File: src/hdl/sfc_pkg.sv
package sfc_pkg;

   // SLIP framing bytes.
   localparam logic [7:0] SLIP_END     = 8'hC0;
   localparam logic [7:0] SLIP_ESC     = 8'hDB;
   localparam logic [7:0] SLIP_ESC_END = 8'hDC;
   localparam logic [7:0] SLIP_ESC_ESC = 8'hDD;

   // Operation selector codes.
   localparam logic CMD_ENCODE = 1'b0;
   localparam logic CMD_DECODE = 1'b1;

   // One input byte produces at most this many results.
   localparam int RES_DEPTH = 3;
   localparam int RES_IDX_W = $clog2(RES_DEPTH);
   localparam int RES_CNT_W = $clog2(RES_DEPTH + 1);

   // Value of the skip-first-byte register after reset.
   localparam logic SKIP_FIRST_RESET = 1'b1;

   typedef struct packed {
      logic [7:0] out_byte;
      logic       has_byte;
      logic       frame_end;
      logic       bad_escape;
   } sfc_result_type;

   typedef sfc_result_type [RES_DEPTH-1:0] sfc_result_list_type;

   typedef struct packed {
      sfc_result_list_type    res;
      logic [RES_CNT_W-1:0]   count;
   } sfc_burst_type;

endpackage

File: src/hdl/sfc_core.sv
module sfc_core (
   input  logic                  clock,
   input  logic                  reset,
   input  logic                  accept,
   input  logic                  cmd,
   input  logic [7:0]            data_byte,
   input  logic                  array_last,
   input  logic                  skip_first_byte,
   output sfc_pkg::sfc_burst_type burst
);
   import sfc_pkg::*;

   logic at_start_ff, at_start_in;
   logic esc_pend_ff, esc_pend_in;
   logic discard_ff, discard_in;
   logic error_ff, error_in;

   // Builds the results of one byte in order and the next framing state.
   always_comb begin
      sfc_result_list_type  res;
      logic [RES_CNT_W-1:0] cnt;
      sfc_result_type       r;

      res         = '0;
      cnt         = '0;
      r           = '0;
      at_start_in = array_last;
      esc_pend_in = esc_pend_ff;
      discard_in  = discard_ff;
      error_in    = error_ff;

      if (cmd == CMD_ENCODE) begin
         if (!(at_start_ff && skip_first_byte)) begin
            r = '{out_byte: data_byte, has_byte: 1'b1, frame_end: 1'b0, bad_escape: 1'b0};
            if (data_byte == SLIP_END || data_byte == SLIP_ESC) begin
               r.out_byte = SLIP_ESC;
               res[cnt[RES_IDX_W-1:0]] = r;
               cnt = cnt + RES_CNT_W'(1);
               r.out_byte = (data_byte == SLIP_END) ? SLIP_ESC_END : SLIP_ESC_ESC;
            end
            res[cnt[RES_IDX_W-1:0]] = r;
            cnt = cnt + RES_CNT_W'(1);
         end
         if (array_last) begin
            res[cnt[RES_IDX_W-1:0]] =
               '{out_byte: SLIP_END, has_byte: 1'b1, frame_end: 1'b1, bad_escape: 1'b0};
            cnt = cnt + RES_CNT_W'(1);
         end
      end else begin
         if (!discard_ff) begin
            if (esc_pend_ff) begin
               esc_pend_in = 1'b0;
               if (data_byte == SLIP_ESC_END || data_byte == SLIP_ESC_ESC) begin
                  res[cnt[RES_IDX_W-1:0]] = '{
                     out_byte: (data_byte == SLIP_ESC_END) ? SLIP_END : SLIP_ESC,
                     has_byte: 1'b1, frame_end: 1'b0, bad_escape: 1'b0};
                  cnt = cnt + RES_CNT_W'(1);
               end else begin
                  discard_in = 1'b1;
                  error_in   = 1'b1;
                  if (!array_last) begin
                     res[cnt[RES_IDX_W-1:0]] =
                        '{out_byte: 8'h00, has_byte: 1'b0, frame_end: 1'b0, bad_escape: 1'b1};
                     cnt = cnt + RES_CNT_W'(1);
                  end
               end
            end else if (data_byte == SLIP_ESC) begin
               esc_pend_in = 1'b1;
            end else if (data_byte != SLIP_END && !array_last) begin
               res[cnt[RES_IDX_W-1:0]] =
                  '{out_byte: data_byte, has_byte: 1'b1, frame_end: 1'b0, bad_escape: 1'b0};
               cnt = cnt + RES_CNT_W'(1);
            end
         end
         if (array_last) begin
            res[cnt[RES_IDX_W-1:0]] =
               '{out_byte: 8'h00, has_byte: 1'b0, frame_end: 1'b1, bad_escape: error_in};
            cnt = cnt + RES_CNT_W'(1);
         end
      end

      if (array_last) begin
         esc_pend_in = 1'b0;
         discard_in  = 1'b0;
         error_in    = 1'b0;
      end

      burst.res   = res;
      burst.count = cnt;
   end

   always_ff @(posedge clock) begin
      if (reset) begin
         at_start_ff <= 1'b1;
         esc_pend_ff <= 1'b0;
         discard_ff  <= 1'b0;
         error_ff    <= 1'b0;
      end else if (accept) begin
         at_start_ff <= at_start_in;
         esc_pend_ff <= esc_pend_in;
         discard_ff  <= discard_in;
         error_ff    <= error_in;
      end
   end

endmodule

File: src/hdl/slip_frame_codec.sv
// Channel  Direction  Handshake            Payload
// req      in         req_valid/req_stall  req_cmd, req_data_byte, req_array_last
// rsp      out        rsp_valid/rsp_stall  rsp_out_byte, rsp_has_byte, rsp_frame_end,
//                                          rsp_bad_escape
// csr      in         csr_valid/csr_ready  csr_skip_first_byte
//
// A request transaction is turned into its zero to three results in the cycle it is
// accepted; they land in a three-entry result register and leave one per cycle
// while rsp does not stall. A byte with one result then sustains one transaction
// per cycle; a byte with more holds req until its last leaves the single rsp port.
// Reset is synchronous and active high; it empties the result register, returns the
// framing state to the start of an array and sets skip_first_byte to 1.
// A stall on rsp holds the head result steady and back-pressures req once the
// result register cannot take the next burst.
module slip_frame_codec (
   input  logic       clock,
   input  logic       reset,

   input  logic       req_valid,
   output logic       req_stall,
   input  logic       req_cmd,
   input  logic [7:0] req_data_byte,
   input  logic       req_array_last,

   output logic       rsp_valid,
   input  logic       rsp_stall,
   output logic [7:0] rsp_out_byte,
   output logic       rsp_has_byte,
   output logic       rsp_frame_end,
   output logic       rsp_bad_escape,

   input  logic       csr_valid,
   output logic       csr_ready,
   input  logic       csr_skip_first_byte
);
   import sfc_pkg::*;

   // Configuration register; the write port is always ready.
   logic skip_ff;

   // Result register: the head entry drives rsp, the count says how many remain.
   sfc_result_list_type  res_ff, res_in;
   logic [RES_CNT_W-1:0] cnt_ff, cnt_in;

   sfc_burst_type burst;
   logic          req_take;
   logic          rsp_take;

   assign csr_ready = 1'b1;

   always_ff @(posedge clock) begin
      if (reset) begin
         skip_ff <= SKIP_FIRST_RESET;
      end else if (csr_valid && csr_ready) begin
         skip_ff <= csr_skip_first_byte;
      end
   end

   // The result register is about to be empty when nothing remains or the last
   // remaining result leaves in this cycle; only then is a new burst loaded.
   assign rsp_valid = (cnt_ff != '0);
   assign rsp_take  = rsp_valid && !rsp_stall;
   assign req_stall = !((cnt_ff == '0) ||
                        (cnt_ff == RES_CNT_W'(1) && rsp_take));
   assign req_take  = req_valid && !req_stall;

   sfc_core u_core (
      .clock          (clock),
      .reset          (reset),
      .accept         (req_take),
      .cmd            (req_cmd),
      .data_byte      (req_data_byte),
      .array_last     (req_array_last),
      .skip_first_byte(skip_ff),
      .burst          (burst)
   );

   // Load a fresh burst, or shift the queue down by one as the head leaves.
   always_comb begin
      res_in = res_ff;
      cnt_in = cnt_ff;
      if (req_take) begin
         res_in = burst.res;
         cnt_in = burst.count;
      end else if (rsp_take) begin
         for (int i = 0; i < RES_DEPTH - 1; i++) begin
            res_in[i] = res_ff[i+1];
         end
         cnt_in = cnt_ff - RES_CNT_W'(1);
      end
   end

   always_ff @(posedge clock) begin
      res_ff <= res_in;
   end

   always_ff @(posedge clock) begin
      if (reset) begin
         cnt_ff <= '0;
      end else begin
         cnt_ff <= cnt_in;
      end
   end

   assign rsp_out_byte   = res_ff[0].out_byte;
   assign rsp_has_byte   = res_ff[0].has_byte;
   assign rsp_frame_end  = res_ff[0].frame_end;
   assign rsp_bad_escape = res_ff[0].bad_escape;

endmodule

File: config.mk
export PLATFORM = sky130hd
export DESIGN_NAME = slip_frame_codec
export DESIGN_NICKNAME = d
export VERILOG_FILES = /design/src/hdl/sfc_pkg.sv /design/src/hdl/sfc_core.sv /design/src/hdl/slip_frame_codec.sv
export SDC_FILE = /design/constraint.sdc
export NUM_CORES = 1
export LEC_CHECK = 0
export BUFFER_PORTS_ARGS = -buffer_cell sky130_fd_sc_hd__buf_2
export CAP_MARGIN = 0
export CORE_MARGIN = 2
export CORE_UTILIZATION = 49
export CTS_CLUSTER_DIAMETER = 60
export DETAILED_ROUTE_END_ITERATION = 12
export MAX_ROUTING_LAYER = met4
export PLACE_DENSITY = 0.75
export SLEW_MARGIN = 30
export SYNTH_ARGS = -nofsm -noshare
export SYNTH_HDL_FRONTEND = slang
export SYNTH_SLANG_ARGS = --single-unit
File: constraint.sdc
create_clock -name clock -period 1.99 [get_ports clock]
set_clock_uncertainty 0.1 [all_clocks]
set_input_delay 0.199 -clock clock [delete_from_list [all_inputs] [get_ports clock]]
set_output_delay 0.199 -clock clock [all_outputs]
set_load 0.02 [all_outputs]
### Word level (Yosys, flattened, before mapping)

Cells that the tools add are included.
W data, S select, Z words.

| storage, ports and cells | value |
|---|---|
| bits in registers | 40 |
| bits of input ports | 16 |
| output and inout port bits | 14 |

| cells by class | value |
|---|---|
| $add $sub $neg | 4 |
| order comparisons | 6 |
| equal/unequal tests | 7 |
| mux-type cells | 63 |
| bitwise gates (word level) | 3 |
| reductions and logical operators | 20 |

Operators by type and width:

| cell | number |
|---|---|
| $mux W33 | 5 |
| $mux W11 | 12 |
| $bwmux W33 | 2 |
| $demux W11 S2 | 3 |
| $mux W22 | 2 |
| $eq A8 B8 Y1 const B | 4 |
| $mux W2 | 14 |
| $mux W8 | 3 |
| $and A21 B21 Y21 | 1 |
| $mux W1 | 21 |
| $not A21 Y21 | 1 |
| $or A12 B12 Y12 | 1 |
| $lt A2 B3 Y1 const B | 3 |
| $logic_and A1 B1 Y1 | 8 |
| $ne A8 B8 Y1 const B | 1 |
| $add A2 B1 Y2 const B | 3 |
| $ge A2 B1 Y1 const B | 3 |
| $reduce_bool A2 Y1 | 3 |
| $mux W5 | 1 |
| $logic_not A1 Y1 | 3 |
| $logic_or A1 B1 Y1 | 3 |
| $reduce_and A3 Y1 | 1 |
| $eq A2 B1 Y1 const B | 1 |
| $logic_not A2 Y1 | 1 |
| other kinds (3) | 3 |

### Longest topological paths before layout

| depth | value |
|---|---|
| depth in word-level cells | 17 |
| gate-level depth with buffers | 8 |
| mapped depth without buffers | 8 |

### Cells and area by module

Synthesis repeated with hierarchy kept, for this count alone.

| second synthesis, totals | value |
|---|---|
| cells, all modules | 231 |
| area, all modules | 2199.6 µm² |

By module, submodules not included:

| module | instances | cells an instance | area an instance (µm²) |
|---|---|---|---|
| slip_frame_codec | 1 | 136 | 1540.2 |
| sfc_core | 1 | 95 | 659.4 |

### Least setup slack after synthesis

OpenSTA, ideal clock, no wires.

| path | value |
|---|---|
| path kind | input to register |
| start point | input req_data_byte[5] |
| end point | register res_ff[12] (netlist name), data pin |
| setup time | 0.269 ns |
| arrival time | 1.612 ns |
| data required time | 1.621 ns |
| slack | 0.009 ns |
| stages | 8 |
| buffers on the path | 0 |
| cell sequence | or4bb_1 a21o_4 nor2_1 o32ai_1 ha_1 nand2_1 o31a_2 o21ai_0 |

RTL lines:

| element | RTL line | text |
|---|---|---|
| start: declaration | slip_frame_codec.sv:22 | `input logic [7:0] req_data_byte,` |
| end signal: assignment | slip_frame_codec.sv:94 | `res_ff <= res_in;` |
| end: declaration | slip_frame_codec.sv:42 | `sfc_result_list_type res_ff, res_in;` |

==> results.md <==
- Post-synth top cells: edfxtp_1, nand2_1, o211ai_1, buf_4, inv_1
- Endpoints failing hold: 0
- Worst Path Max Fanout: 6
- Peak supply drop: 0.000886 V
- Global route overflow: 0
- Largest net degree at the start of global routing: 20
- Worst EP required: 2.08 ns
- Sw Share: 40.0%
- Top_reg_cell synth: edfxtp_1
- Clock Path Buffers: 2
- Number of diodes: 0
- Syn Inst Count: 159
- Register area: 741 µm²
- Buffers and inverters on the worst path: 3
- Global-route wire length before repair: 6.04 mm
- Final net count: 224
- Initial antenna violation count: 0
- Row cnt: 20
- Ports: 30
- Die ar.: 0.00370 mm²
- Slowest Stage Delay on Critical Path: 0.32 ns
- Clock Sink Count: 27
- Cell family with most CP delay: compound AO/OA/AOI/OAI gates
- Die extent in x: 60.8 µm
- Max stage delay cell, worst path: dfxtp_1
- Reg power frac: 41.1%
- Crit path top cell by count: inv_1
- Register-to-Register Path Depth: 7
- CP Class: reg2reg
- Hold depth: 2
- Arr. time, crit path: 1.94 ns
- Mean number of vias per cell: 5.81
- TNS Setup: 0 ns
- Pins Over Slew Limit: 0
- DRT Pass-1 Iters: 5
- Final setup violating endpoints: 0
- Hold Path Class: in2reg
- WHS Endpoint: u_core.error_ff
- CORE AREA: 0.00305 mm²
- Status: complete, no violations
- Combinational power share: 48.3%
- Setup slack at placement: -0.159 ns
- Synth warnings: 0
- Avg WL per Cell: 15.7 µm
- Post-synth EDFFs: 20
- Worst R2R Start: cnt_ff[1]
- Async SR Flop Fraction: 0%
- Die height: 60.8 µm
- Synthesized area: 0.00158 mm²
- Vias in the first global route: 1391
- Clock buffer count from CTS: 3
- Clk pwr share: 10.6%
- Sequential fraction of the synthesis area: 46.8%
- Clock transition at path regs: 0.14 ns
- Share of cells above drive strength 1: 33.0%
- Drt initial violations: 79
- DPL Wire Length: 2.81 mm
- Number of synthesized register bits: 27
- Highest Clock Rate: 542 MHz
- Synth top area share: 38.0%
- Leak: 0.796 nW
- Setup slack, reg-to-reg: 0.15 ns
- Cell Chain, Critical Path: inv_1 -> ha_2 -> inv_1 -> a211oi_2 -> buf_4 -> nand4_1 -> o211ai_1
- Crit path time final: 1.84 ns
- Routed wire length: 3.88 mm
- Worst hold start: req_array_last
- Area growth syn-to-layout: 23.1%
- Crit. End Element: flop
- # fillers: 278
- Final ANT Viol Nets: 0
- Vias: 1434
- GRT Total Usage: 22.8%
- Unique cell type count in the Yosys netlist: 49
- Htree depth: 1
- Unrepaired setup endpoints after global routing: no
- Clk_lat worst skew: 0.34 ns
- Initial Utilization: 51.8%
- Cell Int Power: 1.42 mW
- Synth top area cells: edfxtp_1, dfxtp_1, o211ai_1
- Multi-input logic area: 732 µm²
- Number of port buffers: 28
- Setup slack after layout: 0.145 ns
- Most common cell in the netlist: edfxtp_1
- CTS root buf: clkbuf_4
- Cell accounting for the most synthesized area: edfxtp_1
- Hold WS: 0.168 ns
- Net Sw Power: 948 µW
- MaxCap Viol Count: 0
- Setup bufs post-CTS: 0
- Reg-to-Reg End: rsp_out_byte[1]
- PwrDens: 1220 mW/mm²
- DRC violations left: 0
- Syn Area/Cell: 9.95 µm²
- GP Congestion: 0.832
- Part of the cycle the worst path needs: 92.7%
- CTS tree: built
- Worst setup SP type: flop
-- flip-flops by register name (all words and copies together) (netlist names) --
signal / cells
u_core.error_ff: 1
cnt_ff: 2
res_ff: 9
rsp_out_byte: 8
rsp_has_byte: 1
u_core.discard_ff: 1
rsp_bad_escape: 1
u_core.esc_pend_ff: 1
u_core.at_start_ff: 1
skip_ff: 1
rsp_frame_end: 1
-- through the flow --
step                      cells  area [µm²]  power [mW]  utilization, %
final                       247        1950        2.37            63.8
after global routing        247        1950        2.52            63.8
after detailed placement    240        1880        2.10            61.4
after global placement      240        1880        2.06            61.4
after floorplan             160        1590        1.79               -
after CTS                   247        1930        2.35            63.3
-- cell type report --
cell class                      instances  share of cell area, %
Multi-Input combinational cell        108                   37.6
Timing Repair Buffer                   54                   18.3
Tap cell                               44                   2.83
Clock buffer                            4                   1.35
Sequential cell                        27                   38.0
Inverter                               10                   1.93
-- cells by family after synthesis --
kind of cell | count (synthesis) | share of synthesized area, %
flip-flops | 27 | 46.8
other | 2 | 0.475
multiplexers | 1 | 0.633
buffers and inverters | 25 | 8.07
adder cells (fa/ha/maj) | 4 | 3.16
AND/OR/NAND/NOR | 46 | 15.3
AO/OA/AOI/OAI | 53 | 24.9
XOR/XNOR | 1 | 0.554
-- placed cells by master, fill, tap and decap left out, drive strengths merged, types with 4 or more instances in the layout --
cell type / synthesis / layout
a211oi: 5 / 5
a21oi: 8 / 8
buf: 9 / 51
clkbuf: 6 / 4
dfxtp: 7 / 7
edfxtp: 20 / 20
ha: 4 / 4
inv: 9 / 10
nand2: 14 / 14
nor2: 8 / 8
nor3: 4 / 4
o211ai: 10 / 10
o21ai: 7 / 7
-- metal layers --
layer  vias to the layer above  part of all wire (%)  routed length, µm  track usage (%)
met1                       665                    41               1570             26.0
li1                        685                     -                  -                -
met2                        77                    51               1970             39.6
met4                         0                   1.7                 64             10.2
met5                         -                     0                  0                -
met3                         7                   6.8                264             2.99
-- power groups by stage --
stage          Sequential, mW  Combinational [mW]  Clock [mW]
3_5_place_dp            0.992                1.11           0
4_1_cts                 0.977                1.12       0.247
5_1_grt                  1.00                1.25       0.263
6_report                0.976                1.15       0.251
2_1_floorplan            1.03               0.761           0
3_3_place_gp            0.984                1.07           0
-- worst max path at each step --
stage,start,to,depth (start not counted)
floorplan,req_data_byte[5],res_ff[12],8
global placement,req_data_byte[4],res_ff[12],9
detailed placement,req_data_byte[4],res_ff[12],9
CTS,cnt_ff[0],rsp_out_byte[1],7
global route,cnt_ff[1],rsp_out_byte[3],7
finish,cnt_ff[1],rsp_out_byte[1],7
-- timing repair --
item                                    4_1_cts  5_1_grt
hold buffers                                  3        0
resized for setup                             0        5
hold endpoints to repair                      3        0
endpoints found under the setup margin        0        9
Power figures use the tool's default switching activity.
